## src/design/lspwq_pkg.sv

```systemverilog
// shared types and constants for the log-step parity watermark quantizer
package lspwq_pkg;

  localparam int unsigned XW     = 36;
  localparam int unsigned HW     = 18;
  localparam int unsigned PW     = 2 * HW;
  localparam int unsigned SUMW   = XW + HW;
  localparam int unsigned CFG_IW = 2;
  localparam int unsigned CFG_DW = 18;

  localparam logic [31:0]     ONE_Q16  = 32'h0001_0000;
  localparam logic [SUMW-1:0] ROUND    = SUMW'(32768);
  localparam logic [31:0]     SAT_POS  = 32'h7FFF_FFFF;
  localparam logic [31:0]     SAT_NEG  = 32'h8000_0000;

  localparam logic [17:0] FWD_RESET = 18'd80099;
  localparam logic [15:0] BWD_RESET = 16'd53620;

  localparam logic [CFG_IW-1:0] REG_MODE      = 2'd0;
  localparam logic [CFG_IW-1:0] REG_BIT_COUNT = 2'd1;
  localparam logic [CFG_IW-1:0] REG_FORWARD   = 2'd2;
  localparam logic [CFG_IW-1:0] REG_BACKWARD  = 2'd3;

  localparam logic MODE_EMBED  = 1'b0;
  localparam logic MODE_DETECT = 1'b1;
  localparam logic KIND_SIG    = 1'b0;
  localparam logic KIND_COEFF  = 1'b1;

  typedef struct packed {
    logic sig_write;
    logic load;
    logic check;
    logic mul_lo;
    logic mul_hi;
    logic mul_sum;
    logic mul_to_xb;
    logic step_inc;
    logic decide;
    logic copy_x;
    logic mid;
    logic finish;
  } lspwq_cmd_t;

  typedef struct packed {
    logic active;
    logic climb_more;
    logic mode;
    logic det_ne_want;
    logic up_nearer;
    logic out_free;
  } lspwq_status_t;

endpackage

```

## src/design/lspwq_in_if.sv

```systemverilog
// input item channel
interface lspwq_in_if;
  logic               valid;
  logic               ready;
  logic               kind;
  logic [4:0]         sig_index;
  logic [31:0]        sig_word;
  logic signed [31:0] coeff;
  logic               last;

  modport source (output valid, kind, sig_index, sig_word, coeff, last, input ready);
  modport sink (input valid, kind, sig_index, sig_word, coeff, last, output ready);
endinterface

```

## src/design/lspwq_out_if.sv

```systemverilog
// result item channel
interface lspwq_out_if;
  logic               valid;
  logic               ready;
  logic signed [31:0] coeff_out;
  logic               bit_used;
  logic               detected_bit;
  logic signed [11:0] agree_sum;
  logic [10:0]        bits_done;
  logic               last_out;

  modport source (output valid, coeff_out, bit_used, detected_bit, agree_sum, bits_done,
                  last_out, input ready);
  modport sink (input valid, coeff_out, bit_used, detected_bit, agree_sum, bits_done,
                last_out, output ready);
endinterface

```

## src/design/lspwq_cfg_if.sv

```systemverilog
// configuration write channel
interface lspwq_cfg_if import lspwq_pkg::*; ();
  logic              valid;
  logic              ready;
  logic [CFG_IW-1:0] index;
  logic [CFG_DW-1:0] data;

  modport source (output valid, index, data, input ready);
  modport sink (input valid, index, data, output ready);
endinterface

```

## src/design/lspwq_ram.sv

```systemverilog
// generic single-write, single-read ram with registered read
module lspwq_ram #(
  parameter int unsigned WIDTH = 32,
  parameter int unsigned DEPTH = 32
) (
  input  logic                                       clk,
  input  logic                                       we,
  input  logic [((DEPTH > 1) ? $clog2(DEPTH) : 1)-1:0] waddr,
  input  logic [WIDTH-1:0]                           wdata,
  input  logic [((DEPTH > 1) ? $clog2(DEPTH) : 1)-1:0] raddr,
  output logic [WIDTH-1:0]                           rdata
);

  logic [WIDTH-1:0] mem [DEPTH];

  always_ff @(posedge clk) begin
    if (we) begin
      mem[waddr] <= wdata;
    end
    rdata <= mem[raddr];
  end

endmodule

```

## src/design/lspwq_dp.sv

```systemverilog
// datapath: config registers, signature store, ladder multiplier, counters, result register
module lspwq_dp import lspwq_pkg::*; #(
  parameter int unsigned MAX_SIG_BITS = 1024,
  parameter int unsigned MAX_STEPS    = 64
) (
  input  logic               clk,
  input  logic               rst,
  input  lspwq_cmd_t         cmd,
  output lspwq_status_t      status,
  input  logic [4:0]         sig_index,
  input  logic [31:0]        sig_word,
  input  logic signed [31:0] coeff,
  input  logic               last,
  input  logic               cfg_we,
  input  logic [CFG_IW-1:0]  cfg_index,
  input  logic [CFG_DW-1:0]  cfg_data,
  output logic               out_valid,
  input  logic               out_ready,
  output logic signed [31:0] coeff_out,
  output logic               bit_used,
  output logic               detected_bit,
  output logic signed [11:0] agree_sum,
  output logic [10:0]        bits_done,
  output logic               last_out
);

  localparam int unsigned WORDS = MAX_SIG_BITS / 32;
  localparam int unsigned AW    = (WORDS > 1) ? $clog2(WORDS) : 1;
  localparam int unsigned CW    = $clog2(MAX_SIG_BITS + 1);
  localparam int unsigned LW    = (CW > 11) ? CW : 11;
  localparam int unsigned SW    = $clog2(MAX_STEPS + 1);

  logic              mode;
  logic [10:0]       bit_count;
  logic [17:0]       fwd;
  logic [15:0]       bwd;

  logic [CW-1:0]     counter;
  logic signed [11:0] acc;

  logic signed [31:0] raw;
  logic [31:0]       mag;
  logic              neg;
  logic              last_r;
  logic [XW-1:0]     x;
  logic [XW-1:0]     xb;
  logic [SW-1:0]     steps;
  logic              used;
  logic              det;
  logic [PW-1:0]     prod_lo;
  logic [PW-1:0]     prod_hi;
  logic [31:0]       mid_out;

  // config registers
  always_ff @(posedge clk) begin
    if (rst) begin
      mode      <= MODE_EMBED;
      bit_count <= '0;
      fwd       <= FWD_RESET;
      bwd       <= BWD_RESET;
    end else if (cfg_we) begin
      unique case (cfg_index)
        REG_MODE:      mode      <= cfg_data[0];
        REG_BIT_COUNT: bit_count <= cfg_data[10:0];
        REG_FORWARD:   fwd       <= cfg_data[17:0];
        REG_BACKWARD:  bwd       <= cfg_data[15:0];
      endcase
    end
  end

  // signature store
  logic [AW+4:0]   idx_ext;
  logic            sig_we;
  logic [CW+AW-1:0] word_ext;
  logic [31:0]     sig_rdata;
  logic            want;

  assign idx_ext  = (AW + 5)'(sig_index);
  assign sig_we   = cmd.sig_write && (idx_ext < (AW + 5)'(WORDS));
  assign word_ext = (CW + AW)'(counter) >> 5;

  lspwq_ram #(.WIDTH(32), .DEPTH(WORDS)) u_sig_ram (
    .clk   (clk),
    .we    (sig_we),
    .waddr (idx_ext[AW-1:0]),
    .wdata (sig_word),
    .raddr (word_ext[AW-1:0]),
    .rdata (sig_rdata)
  );

  assign want = sig_rdata[counter[4:0]];

  // bit limit
  logic [LW-1:0] cnt_ext;
  logic [LW-1:0] bc_ext;
  logic [LW-1:0] lim;
  logic          below;

  assign cnt_ext = LW'(counter);
  assign bc_ext  = LW'(bit_count);
  assign lim     = (bc_ext < LW'(MAX_SIG_BITS)) ? bc_ext : LW'(MAX_SIG_BITS);
  assign below   = cnt_ext < lim;

  // input magnitude
  logic [31:0] coeff_u;
  logic [31:0] mag_in;

  assign coeff_u = coeff;
  assign mag_in  = coeff_u[31] ? (~coeff_u + 32'd1) : coeff_u;

  // ratio multiplier, one half of x per cycle
  logic [HW-1:0]   ratio;
  logic [HW-1:0]   mul_in;
  logic [PW-1:0]   mul_p;
  logic [SUMW-1:0] mul_sum;
  logic [XW-1:0]   mul_res;

  assign ratio   = cmd.mul_to_xb ? HW'(bwd) : fwd;
  assign mul_in  = cmd.mul_hi ? x[XW-1:HW] : x[HW-1:0];
  assign mul_p   = PW'(mul_in) * PW'(ratio);
  assign mul_sum = {prod_hi, HW'(0)} + SUMW'(prod_lo) + ROUND;
  assign mul_res = mul_sum[XW+15:16];

  // distances for the parity fix
  logic [XW-1:0] mag_ext;
  logic [XW-1:0] d_up;
  logic [XW-1:0] d_dn;

  assign mag_ext = XW'(mag);
  assign d_up    = (x > mag_ext) ? (x - mag_ext) : (mag_ext - x);
  assign d_dn    = (xb > mag_ext) ? (xb - mag_ext) : (mag_ext - xb);

  // midpoint
  logic [XW:0]   mid_sum;
  logic [XW-1:0] mid;
  logic [31:0]   mid_sat;

  assign mid_sum = (XW + 1)'(x) + (XW + 1)'(xb);
  assign mid     = mid_sum[XW:1];

  always_comb begin
    if (neg) begin
      mid_sat = (mid > XW'(SAT_NEG)) ? SAT_NEG : mid[31:0];
    end else begin
      mid_sat = (mid > XW'(SAT_POS)) ? SAT_POS : mid[31:0];
    end
  end

  always_ff @(posedge clk) begin
    if (cmd.load) begin
      raw    <= coeff;
      mag    <= mag_in;
      neg    <= coeff_u[31];
      last_r <= last;
      x      <= XW'(ONE_Q16);
      steps  <= '0;
      det    <= 1'b0;
      used   <= 1'b0;
    end
    if (cmd.check) begin
      used <= status.active;
    end
    if (cmd.mul_lo) begin
      prod_lo <= mul_p;
    end
    if (cmd.mul_hi) begin
      prod_hi <= mul_p;
    end
    if (cmd.mul_sum) begin
      if (cmd.mul_to_xb) begin
        xb <= mul_res;
      end else begin
        x <= mul_res;
      end
      if (cmd.step_inc) begin
        steps <= steps + SW'(1);
      end
    end
    if (cmd.copy_x) begin
      x <= xb;
    end
    if (cmd.decide) begin
      det <= ~steps[0];
    end
    if (cmd.mid) begin
      mid_out <= neg ? (~mid_sat + 32'd1) : mid_sat;
    end
  end

  // counters and result register
  logic [CW-1:0]      cnt_new;
  logic [LW-1:0]      cnt_new_ext;
  logic signed [11:0] acc_new;

  assign cnt_new     = used ? (counter + CW'(1)) : counter;
  assign cnt_new_ext = LW'(cnt_new);

  always_comb begin
    acc_new = acc;
    if (used && (mode == MODE_DETECT)) begin
      if (det ^ want) begin
        acc_new = (acc == -12'sd2048) ? acc : (acc - 12'sd1);
      end else begin
        acc_new = (acc == 12'sd2047) ? acc : (acc + 12'sd1);
      end
    end
  end

  always_ff @(posedge clk) begin
    if (rst) begin
      counter   <= '0;
      acc       <= '0;
      out_valid <= 1'b0;
    end else begin
      if (cmd.finish) begin
        counter   <= last_r ? '0 : cnt_new;
        acc       <= last_r ? '0 : acc_new;
        out_valid <= 1'b1;
      end else if (out_ready) begin
        out_valid <= 1'b0;
      end
    end
  end

  always_ff @(posedge clk) begin
    if (cmd.finish) begin
      coeff_out    <= (used && (mode == MODE_EMBED)) ? $signed(mid_out) : raw;
      bit_used     <= used;
      detected_bit <= det;
      agree_sum    <= acc_new;
      bits_done    <= cnt_new_ext[10:0];
      last_out     <= last_r;
    end
  end

  assign status.active      = below && (mag > ONE_Q16);
  assign status.climb_more  = (mag_ext > x) && (steps < SW'(MAX_STEPS));
  assign status.mode        = mode;
  assign status.det_ne_want = det ^ want;
  assign status.up_nearer   = d_up < d_dn;
  assign status.out_free    = !out_valid || out_ready;

endmodule

```

## src/design/lspwq_ctrl.sv

```systemverilog
// controller: sequences the ladder climb, parity fix, midpoint and result handoff
module lspwq_ctrl import lspwq_pkg::*; (
  input  logic          clk,
  input  logic          rst,
  input  logic          in_valid,
  input  logic          in_kind,
  output logic          in_ready,
  input  lspwq_status_t status,
  output lspwq_cmd_t    cmd
);

  localparam logic [3:0] S_IDLE    = 4'd0;
  localparam logic [3:0] S_CHECK   = 4'd1;
  localparam logic [3:0] S_CLIMB   = 4'd2;
  localparam logic [3:0] S_DECIDE  = 4'd3;
  localparam logic [3:0] S_FIX     = 4'd4;
  localparam logic [3:0] S_REFIX   = 4'd5;
  localparam logic [3:0] S_MID     = 4'd6;
  localparam logic [3:0] S_FINISH  = 4'd7;
  localparam logic [3:0] S_MUL_LO  = 4'd8;
  localparam logic [3:0] S_MUL_HI  = 4'd9;
  localparam logic [3:0] S_MUL_SUM = 4'd10;

  logic [3:0] state;
  logic [3:0] state_next;
  logic [3:0] ret;
  logic [3:0] ret_next;
  logic       to_xb;
  logic       to_xb_next;
  logic       climbing;
  logic       climbing_next;

  assign in_ready = (state == S_IDLE);

  always_comb begin
    state_next    = state;
    ret_next      = ret;
    to_xb_next    = to_xb;
    climbing_next = climbing;
    cmd           = '0;
    cmd.mul_to_xb = to_xb;
    unique case (state)
      S_IDLE: begin
        if (in_valid) begin
          if (in_kind == KIND_COEFF) begin
            cmd.load   = 1'b1;
            state_next = S_CHECK;
          end else begin
            cmd.sig_write = 1'b1;
          end
        end
      end
      S_CHECK: begin
        cmd.check  = 1'b1;
        state_next = status.active ? S_CLIMB : S_FINISH;
      end
      S_CLIMB: begin
        if (status.climb_more) begin
          to_xb_next    = 1'b0;
          climbing_next = 1'b1;
          ret_next      = S_CLIMB;
          state_next    = S_MUL_LO;
        end else begin
          state_next = S_DECIDE;
        end
      end
      S_DECIDE: begin
        cmd.decide    = 1'b1;
        climbing_next = 1'b0;
        if (status.mode == MODE_DETECT) begin
          state_next = S_FINISH;
        end else begin
          to_xb_next = 1'b1;
          ret_next   = S_FIX;
          state_next = S_MUL_LO;
        end
      end
      S_FIX: begin
        if (!status.det_ne_want) begin
          state_next = S_MID;
        end else if (status.up_nearer) begin
          to_xb_next = 1'b0;
          ret_next   = S_REFIX;
          state_next = S_MUL_LO;
        end else begin
          cmd.copy_x = 1'b1;
          to_xb_next = 1'b1;
          ret_next   = S_MID;
          state_next = S_MUL_LO;
        end
      end
      S_REFIX: begin
        to_xb_next = 1'b1;
        ret_next   = S_MID;
        state_next = S_MUL_LO;
      end
      S_MID: begin
        cmd.mid    = 1'b1;
        state_next = S_FINISH;
      end
      S_FINISH: begin
        if (status.out_free) begin
          cmd.finish = 1'b1;
          state_next = S_IDLE;
        end
      end
      S_MUL_LO: begin
        cmd.mul_lo = 1'b1;
        state_next = S_MUL_HI;
      end
      S_MUL_HI: begin
        cmd.mul_hi = 1'b1;
        state_next = S_MUL_SUM;
      end
      S_MUL_SUM: begin
        cmd.mul_sum  = 1'b1;
        cmd.step_inc = climbing;
        state_next   = ret;
      end
      default: begin
        state_next = S_IDLE;
      end
    endcase
  end

  always_ff @(posedge clk) begin
    if (rst) begin
      state    <= S_IDLE;
      ret      <= S_IDLE;
      to_xb    <= 1'b0;
      climbing <= 1'b0;
    end else begin
      state    <= state_next;
      ret      <= ret_next;
      to_xb    <= to_xb_next;
      climbing <= climbing_next;
    end
  end

endmodule

```

## src/design/log_step_parity_watermark_quantizer_core.sv

```systemverilog
// top level of the log-step parity watermark quantizer
// a signature load is written in the idle state; a skipped or spent coefficient passes idle, check and finish
// detect finishes after the climb and decide; embed adds the parity fix and midpoint; ladder steps <= MAX_STEPS
// each ladder step is one check plus a low-half, high-half and sum multiply through the shared 18x18 multiplier
// the result register lets the next request enter while a result waits to be taken
// synchronous reset clears config registers, counters, result valid and control; the signature store is unset
module log_step_parity_watermark_quantizer_core import lspwq_pkg::*; #(
  parameter int unsigned MAX_SIG_BITS = 1024,
  parameter int unsigned MAX_STEPS    = 64
) (
  input logic           clk,
  input logic           rst,
  lspwq_in_if.sink      items,
  lspwq_out_if.source   results,
  lspwq_cfg_if.sink     cfg
);

  lspwq_cmd_t    cmd;
  lspwq_status_t status;

  assign cfg.ready = 1'b1;

  lspwq_ctrl u_ctrl (
    .clk      (clk),
    .rst      (rst),
    .in_valid (items.valid),
    .in_kind  (items.kind),
    .in_ready (items.ready),
    .status   (status),
    .cmd      (cmd)
  );

  lspwq_dp #(
    .MAX_SIG_BITS (MAX_SIG_BITS),
    .MAX_STEPS    (MAX_STEPS)
  ) u_dp (
    .clk          (clk),
    .rst          (rst),
    .cmd          (cmd),
    .status       (status),
    .sig_index    (items.sig_index),
    .sig_word     (items.sig_word),
    .coeff        (items.coeff),
    .last         (items.last),
    .cfg_we       (cfg.valid),
    .cfg_index    (cfg.index),
    .cfg_data     (cfg.data),
    .out_valid    (results.valid),
    .out_ready    (results.ready),
    .coeff_out    (results.coeff_out),
    .bit_used     (results.bit_used),
    .detected_bit (results.detected_bit),
    .agree_sum    (results.agree_sum),
    .bits_done    (results.bits_done),
    .last_out     (results.last_out)
  );

endmodule

```

## src/flat_wrapper.sv

```systemverilog
// flat-port wrapper written by rule: the top's interface ports become plain ports
module log_step_parity_watermark_quantizer_core_flat import lspwq_pkg::*;
#(
  parameter int unsigned MAX_SIG_BITS = 1024,
  parameter int unsigned MAX_STEPS    = 64
)
  (clk, rst, items_valid, items_kind, items_sig_index, items_sig_word, items_coeff, items_last, items_ready, results_valid, results_coeff_out, results_bit_used, results_detected_bit, results_agree_sum, results_bits_done, results_last_out, results_ready, cfg_valid, cfg_index, cfg_data, cfg_ready);
  lspwq_in_if items_i ();
  lspwq_out_if results_i ();
  lspwq_cfg_if cfg_i ();
  input logic clk;
  input logic rst;
  input wire logic [$bits(items_i.valid)-1:0] items_valid;
  input wire logic [$bits(items_i.kind)-1:0] items_kind;
  input wire logic [$bits(items_i.sig_index)-1:0] items_sig_index;
  input wire logic [$bits(items_i.sig_word)-1:0] items_sig_word;
  input wire logic [$bits(items_i.coeff)-1:0] items_coeff;
  input wire logic [$bits(items_i.last)-1:0] items_last;
  output wire logic [$bits(items_i.ready)-1:0] items_ready;
  output wire logic [$bits(results_i.valid)-1:0] results_valid;
  output wire logic [$bits(results_i.coeff_out)-1:0] results_coeff_out;
  output wire logic [$bits(results_i.bit_used)-1:0] results_bit_used;
  output wire logic [$bits(results_i.detected_bit)-1:0] results_detected_bit;
  output wire logic [$bits(results_i.agree_sum)-1:0] results_agree_sum;
  output wire logic [$bits(results_i.bits_done)-1:0] results_bits_done;
  output wire logic [$bits(results_i.last_out)-1:0] results_last_out;
  input wire logic [$bits(results_i.ready)-1:0] results_ready;
  input wire logic [$bits(cfg_i.valid)-1:0] cfg_valid;
  input wire logic [$bits(cfg_i.index)-1:0] cfg_index;
  input wire logic [$bits(cfg_i.data)-1:0] cfg_data;
  output wire logic [$bits(cfg_i.ready)-1:0] cfg_ready;
  assign items_i.valid = items_valid;
  assign items_i.kind = items_kind;
  assign items_i.sig_index = items_sig_index;
  assign items_i.sig_word = items_sig_word;
  assign items_i.coeff = items_coeff;
  assign items_i.last = items_last;
  assign items_ready = items_i.ready;
  assign results_valid = results_i.valid;
  assign results_coeff_out = results_i.coeff_out;
  assign results_bit_used = results_i.bit_used;
  assign results_detected_bit = results_i.detected_bit;
  assign results_agree_sum = results_i.agree_sum;
  assign results_bits_done = results_i.bits_done;
  assign results_last_out = results_i.last_out;
  assign results_i.ready = results_ready;
  assign cfg_i.valid = cfg_valid;
  assign cfg_i.index = cfg_index;
  assign cfg_i.data = cfg_data;
  assign cfg_ready = cfg_i.ready;
  log_step_parity_watermark_quantizer_core #(.MAX_SIG_BITS(MAX_SIG_BITS), .MAX_STEPS(MAX_STEPS)) u_core (.clk(clk), .rst(rst), .items(items_i), .results(results_i), .cfg(cfg_i));
endmodule
```

## config.mk

```make
export PLATFORM = sky130hd
export DESIGN_NAME = log_step_parity_watermark_quantizer_core_flat
export DESIGN_NICKNAME = d
export VERILOG_FILES = /design/src/design/lspwq_pkg.sv /design/src/design/lspwq_in_if.sv /design/src/design/lspwq_out_if.sv /design/src/design/lspwq_cfg_if.sv /design/src/design/lspwq_ram.sv /design/src/design/lspwq_dp.sv /design/src/design/lspwq_ctrl.sv /design/src/design/log_step_parity_watermark_quantizer_core.sv /design/src/flat_wrapper.sv
export SDC_FILE = /design/constraint.sdc
export NUM_CORES = 2
export LEC_CHECK = 0
export BUFFER_PORTS_ARGS = -buffer_cell sky130_fd_sc_hd__buf_4
export CAP_MARGIN = 20
export CORE_ASPECT_RATIO = 2
export CORE_UTILIZATION = 65
export CTS_BUF_LIST = sky130_fd_sc_hd__clkbuf_4 sky130_fd_sc_hd__clkbuf_8
export CTS_CLUSTER_DIAMETER = 120
export CTS_CLUSTER_SIZE = 40
export DETAILED_ROUTE_END_ITERATION = 8
export PLACE_DENSITY_LB_ADDON = 0.12
export SETUP_SLACK_MARGIN = 0.05
export SLEW_MARGIN = 15
export SYNTH_ARGS = -nofsm -noshare
export SYNTH_HDL_FRONTEND = slang
export SYNTH_SLANG_ARGS = --single-unit
```

## constraint.sdc

```tcl
create_clock -name clk -period 23.9 [get_ports clk]
set_input_delay 4.78 -clock clk [delete_from_list [all_inputs] [get_ports clk]]
set_output_delay 4.78 -clock clk [all_outputs]
set_load 0.02 [all_outputs]
```

==> flow_summary.toml <==
[status]
status = "completed"

[logic_synthesis]
synth.most_common_cell = "edfxtp_1"
synth.largest_area_cell = "edfxtp_1"
synth_area_leaders = "edfxtp_1 (49%), mux4_2 (9.5%), fa_1 (6.7%)"
syn_avg_cell_area_um2 = 13.1
synthDistinctLibCells = 97
synthTopCellsByCount = "edfxtp_1 (1271), nand2_1 (497), inv_1 (472), nor2_1 (392), ha_1 (344)"
syn_inst = 5926
synth.top_cell.area_share_pct = 49.1
ys.flop_type = "edfxtp_1"
synthArstFlopShare_pct = 0
synth_warnings = 0
syn-num-nets = 6627
synth-edff-count = 1271
yosysSeqAreaShare_pct = 53.0
synth_seq_cells = 1425
syn_area_um2 = 77800

[timing]
period_minus_slack_ns = 10.17
setup_viol = 0
tightest_slew_ns = 1.25
fin_setup_tns_ns = 0
hold_viol = 0
skew_ns = 0.0413
fin_crit_sh_pct = 42.6
rsz0062_at_grt = "no"
slew_viol_final = 0
fmax_ghz = 0.0983
maxSlewHeadroom_pct = 16.0

[drt]
postRouteAntennaNets = 0
drt-wirelength-per-cell_um = 39.1
first_pass_iters = 6
routed_via_density = 7.27
vias = 55116
drt-initial-drc-count = 7430
drt-total-wl_mm = 296
drc = 0

[place]
dpl_cell_area_um2 = 81100
io_buffers = 155
place.gp.congestion = 1.27
dpl.hpwl_mm = 204

[die]
die_area_um2 = 121000
io-pin-count = 157
start_util_pct = 65.5
coreArea_um2 = 119000
die_x_um = 247
dieHeight_um = 491
row_count = 179

[critical_path]
cp-start-kind = "flop"
ff2ff_setup_slack_ns = 13.73
cp-end-kind = "flop"
crit_arrival_ns = 10.83
worstSetupPathType = "reg -> reg"
crit_required_ns = 24.56
crit_fanout = 48

[clock_tree]
htreeDepth = 2
insertion_delay_ns = 0.89
cts_buffer_depth = 3
cts_hold_buf = 0
cts-resized-gates = 0
numCtsBuffers = 41
cts_num_sinks = 1425
postCtsSetupBuffers = 0
clk_pin_slew_ns = 0.23
cts_root_buffer = "clkbuf_8"
cts_tree = "yes"

[finish]
final_nets = 6684
stdcell_area_um2 = 82300
drive_gt1_share_pct = 15.3
fin_util_pct = 69.4
area_growth_pct = 5.83
fillers = 8129

[run]
cap_violations = 0

[power_and_ir_drop]
powerDensity_nw_per_um2 = 102
leakage_nw = 30.0
ir_worst_vdd_v = 0.000147
power_mw = 8.36

[grt]
grt-busiest-layer = "met2"
grt_max_degree = 96
grt_pass1_vias = 56585
use_met3_pct = 23.1
grt_pass1_wl_mm = 423
grt_overflow = 0
antenna_found_initial = 39
use_met1_pct = 48.9
track_usage_pct = 51.3
grt_use_met2_pct = 79.5

[hold_path]
min_path_type = "reg -> reg"
[final timing paths]
| check | end | cells after the start | from |
|---|---|---|---|
| setup / recovery | u_core.u_dp.prod_lo[34] | 27 | u_core.u_ctrl.state[0] |
| hold / removal | u_core.u_dp.bc_ext[10] | 2 | u_core.u_dp.bc_ext[10] |
| setup reg to reg | u_core.u_dp.prod_lo[34] | 27 | u_core.u_ctrl.state[0] |
| hold reg to reg | u_core.u_dp.bc_ext[10] | 2 | u_core.u_dp.bc_ext[10] |
[cell type report]
class	count	area, um2	share of cell area, %
clock inverters	4	61.3	0.0745
well taps	1538	1920	2.34
diodes	30	75.1	0.0912
inverters	473	1780	2.16
flip-flops and latches	1425	41300	50.1
repair buffers	297	2290	2.78
multi-input cells	3745	34100	41.5
clock buffers	70	782	0.950
[registers in the layout, summed over array words and instances (netlist names), 3 cells and up]
signal	count
u_core.u_dp.raw	32
u_core.u_dp.cnt_ext	11
u_core.u_dp.bits_done	11
u_core.u_dp.mid_out	32
u_core.u_dp.bc_ext	11
u_core.u_dp.xb	36
u_core.u_dp.prod_lo	21
u_core.u_dp.steps	7
u_core.u_dp.acc	12
u_core.u_dp.mag	31
u_core.u_dp.fwd	18
u_core.u_ctrl.ret	3
u_core.u_dp.u_sig_ram.rdata	32
u_core.u_dp.x	36
u_core.u_ctrl.state	4
u_core.u_dp.u_sig_ram.mem	1024
u_core.u_dp.prod_hi	34
u_core.u_dp.coeff_out	32
u_core.u_dp.agree_sum	12
u_core.u_dp.bwd	16
[through the flow]
step | cells | setup WS [ns] | hold WS [ns]
final | 7582 | 13.73 | 0.476
after CTS | 7539 | 14.06 | 0.475
after floorplan | 5926 | 15.29 | 0.424
after detailed placement | 7465 | 14.07 | 0.451
after global routing | 7563 | 13.35 | 0.504
after global placement | 7461 | 14.17 | 0.441
[cell families (layout without fill, tap and decap cells)]
group                    after synthesis  after routing  share of synthesized area (%)
buffers and inverters                756            844                           3.68
AO/OA/AOI/OAI                       1069           1069                           8.79
AND/OR/NAND/NOR                     1374           1374                           8.19
other                                  1             31                        0.00482
XOR/XNOR                             203            203                           2.29
flip-flops                          1425           1425                           53.0
multiplexers                         493            493                           11.8
adder cells (fa/ha/maj)              605            605                           12.2
[cells in the final DEF (no fill, tap or decap), types with 35 or more instances in the layout]
cell / Yosys / layout
nand4_1: 55 / 55
fa_1: 261 / 261
a21oi_1: 336 / 335
o21bai_1: 47 / 47
nand2_1: 497 / 496
xor2_1: 58 / 54
mux2_2: 94 / 94
a21o_1: 136 / 136
clkbuf_8: 0 / 41
xnor2_1: 145 / 137
nand3_1: 66 / 66
dfxtp_1: 154 / 147
mux2i_1: 70 / 59
nor2_1: 392 / 359
ha_1: 344 / 344
o21ai_0: 207 / 205
inv_1: 472 / 471
o21a_1: 37 / 37
o31ai_1: 36 / 35
buf_4: 1 / 284
nor2b_1: 45 / 45
nor3_1: 78 / 77
nand2b_1: 42 / 42
mux4_2: 328 / 328
edfxtp_1: 1271 / 1271
[routing by layer]
| layer | vias up | share of wire, % |
|---|---|---|
| met5 | - | 0.14 |
| met4 | 28 | 13 |
| met3 | 1735 | 12 |
| met2 | 4389 | 48 |
| met1 | 27028 | 27 |
| li1 | 21936 | - |
[worst max-delay path, stage by stage (launching register included)]
cell      delay, ns
dfxtp_1        0.87
and3_4         0.84
buf_4          0.68
nand2_1        0.35
o21ai_0        0.34
buf_4          0.39
nand2_1        0.12
fa_1           0.51
fa_1           0.43
fa_1           0.51
inv_1          0.05
fa_1           0.51
fa_1           0.56
inv_1          0.06
fa_1           0.53
inv_1          0.04
ha_1           0.32
o21ai_0        0.11
a211oi_1       0.71
nand4_1        0.28
a31o_2         0.34
o21ai_0        0.27
o22a_1         0.23
a41oi_1        0.17
a21oi_1        0.27
a21o_1         0.17
a21oi_1        0.08
xnor2_1        0.14
[power breakdown]
group          internal (mW)  total (mW)  switching [mW]
Combinational           1.46        4.40            2.94
Clock                  0.214       0.907           0.693
Sequential              2.93        3.05           0.122
Note: power is estimated with default switching activity, not from simulation.
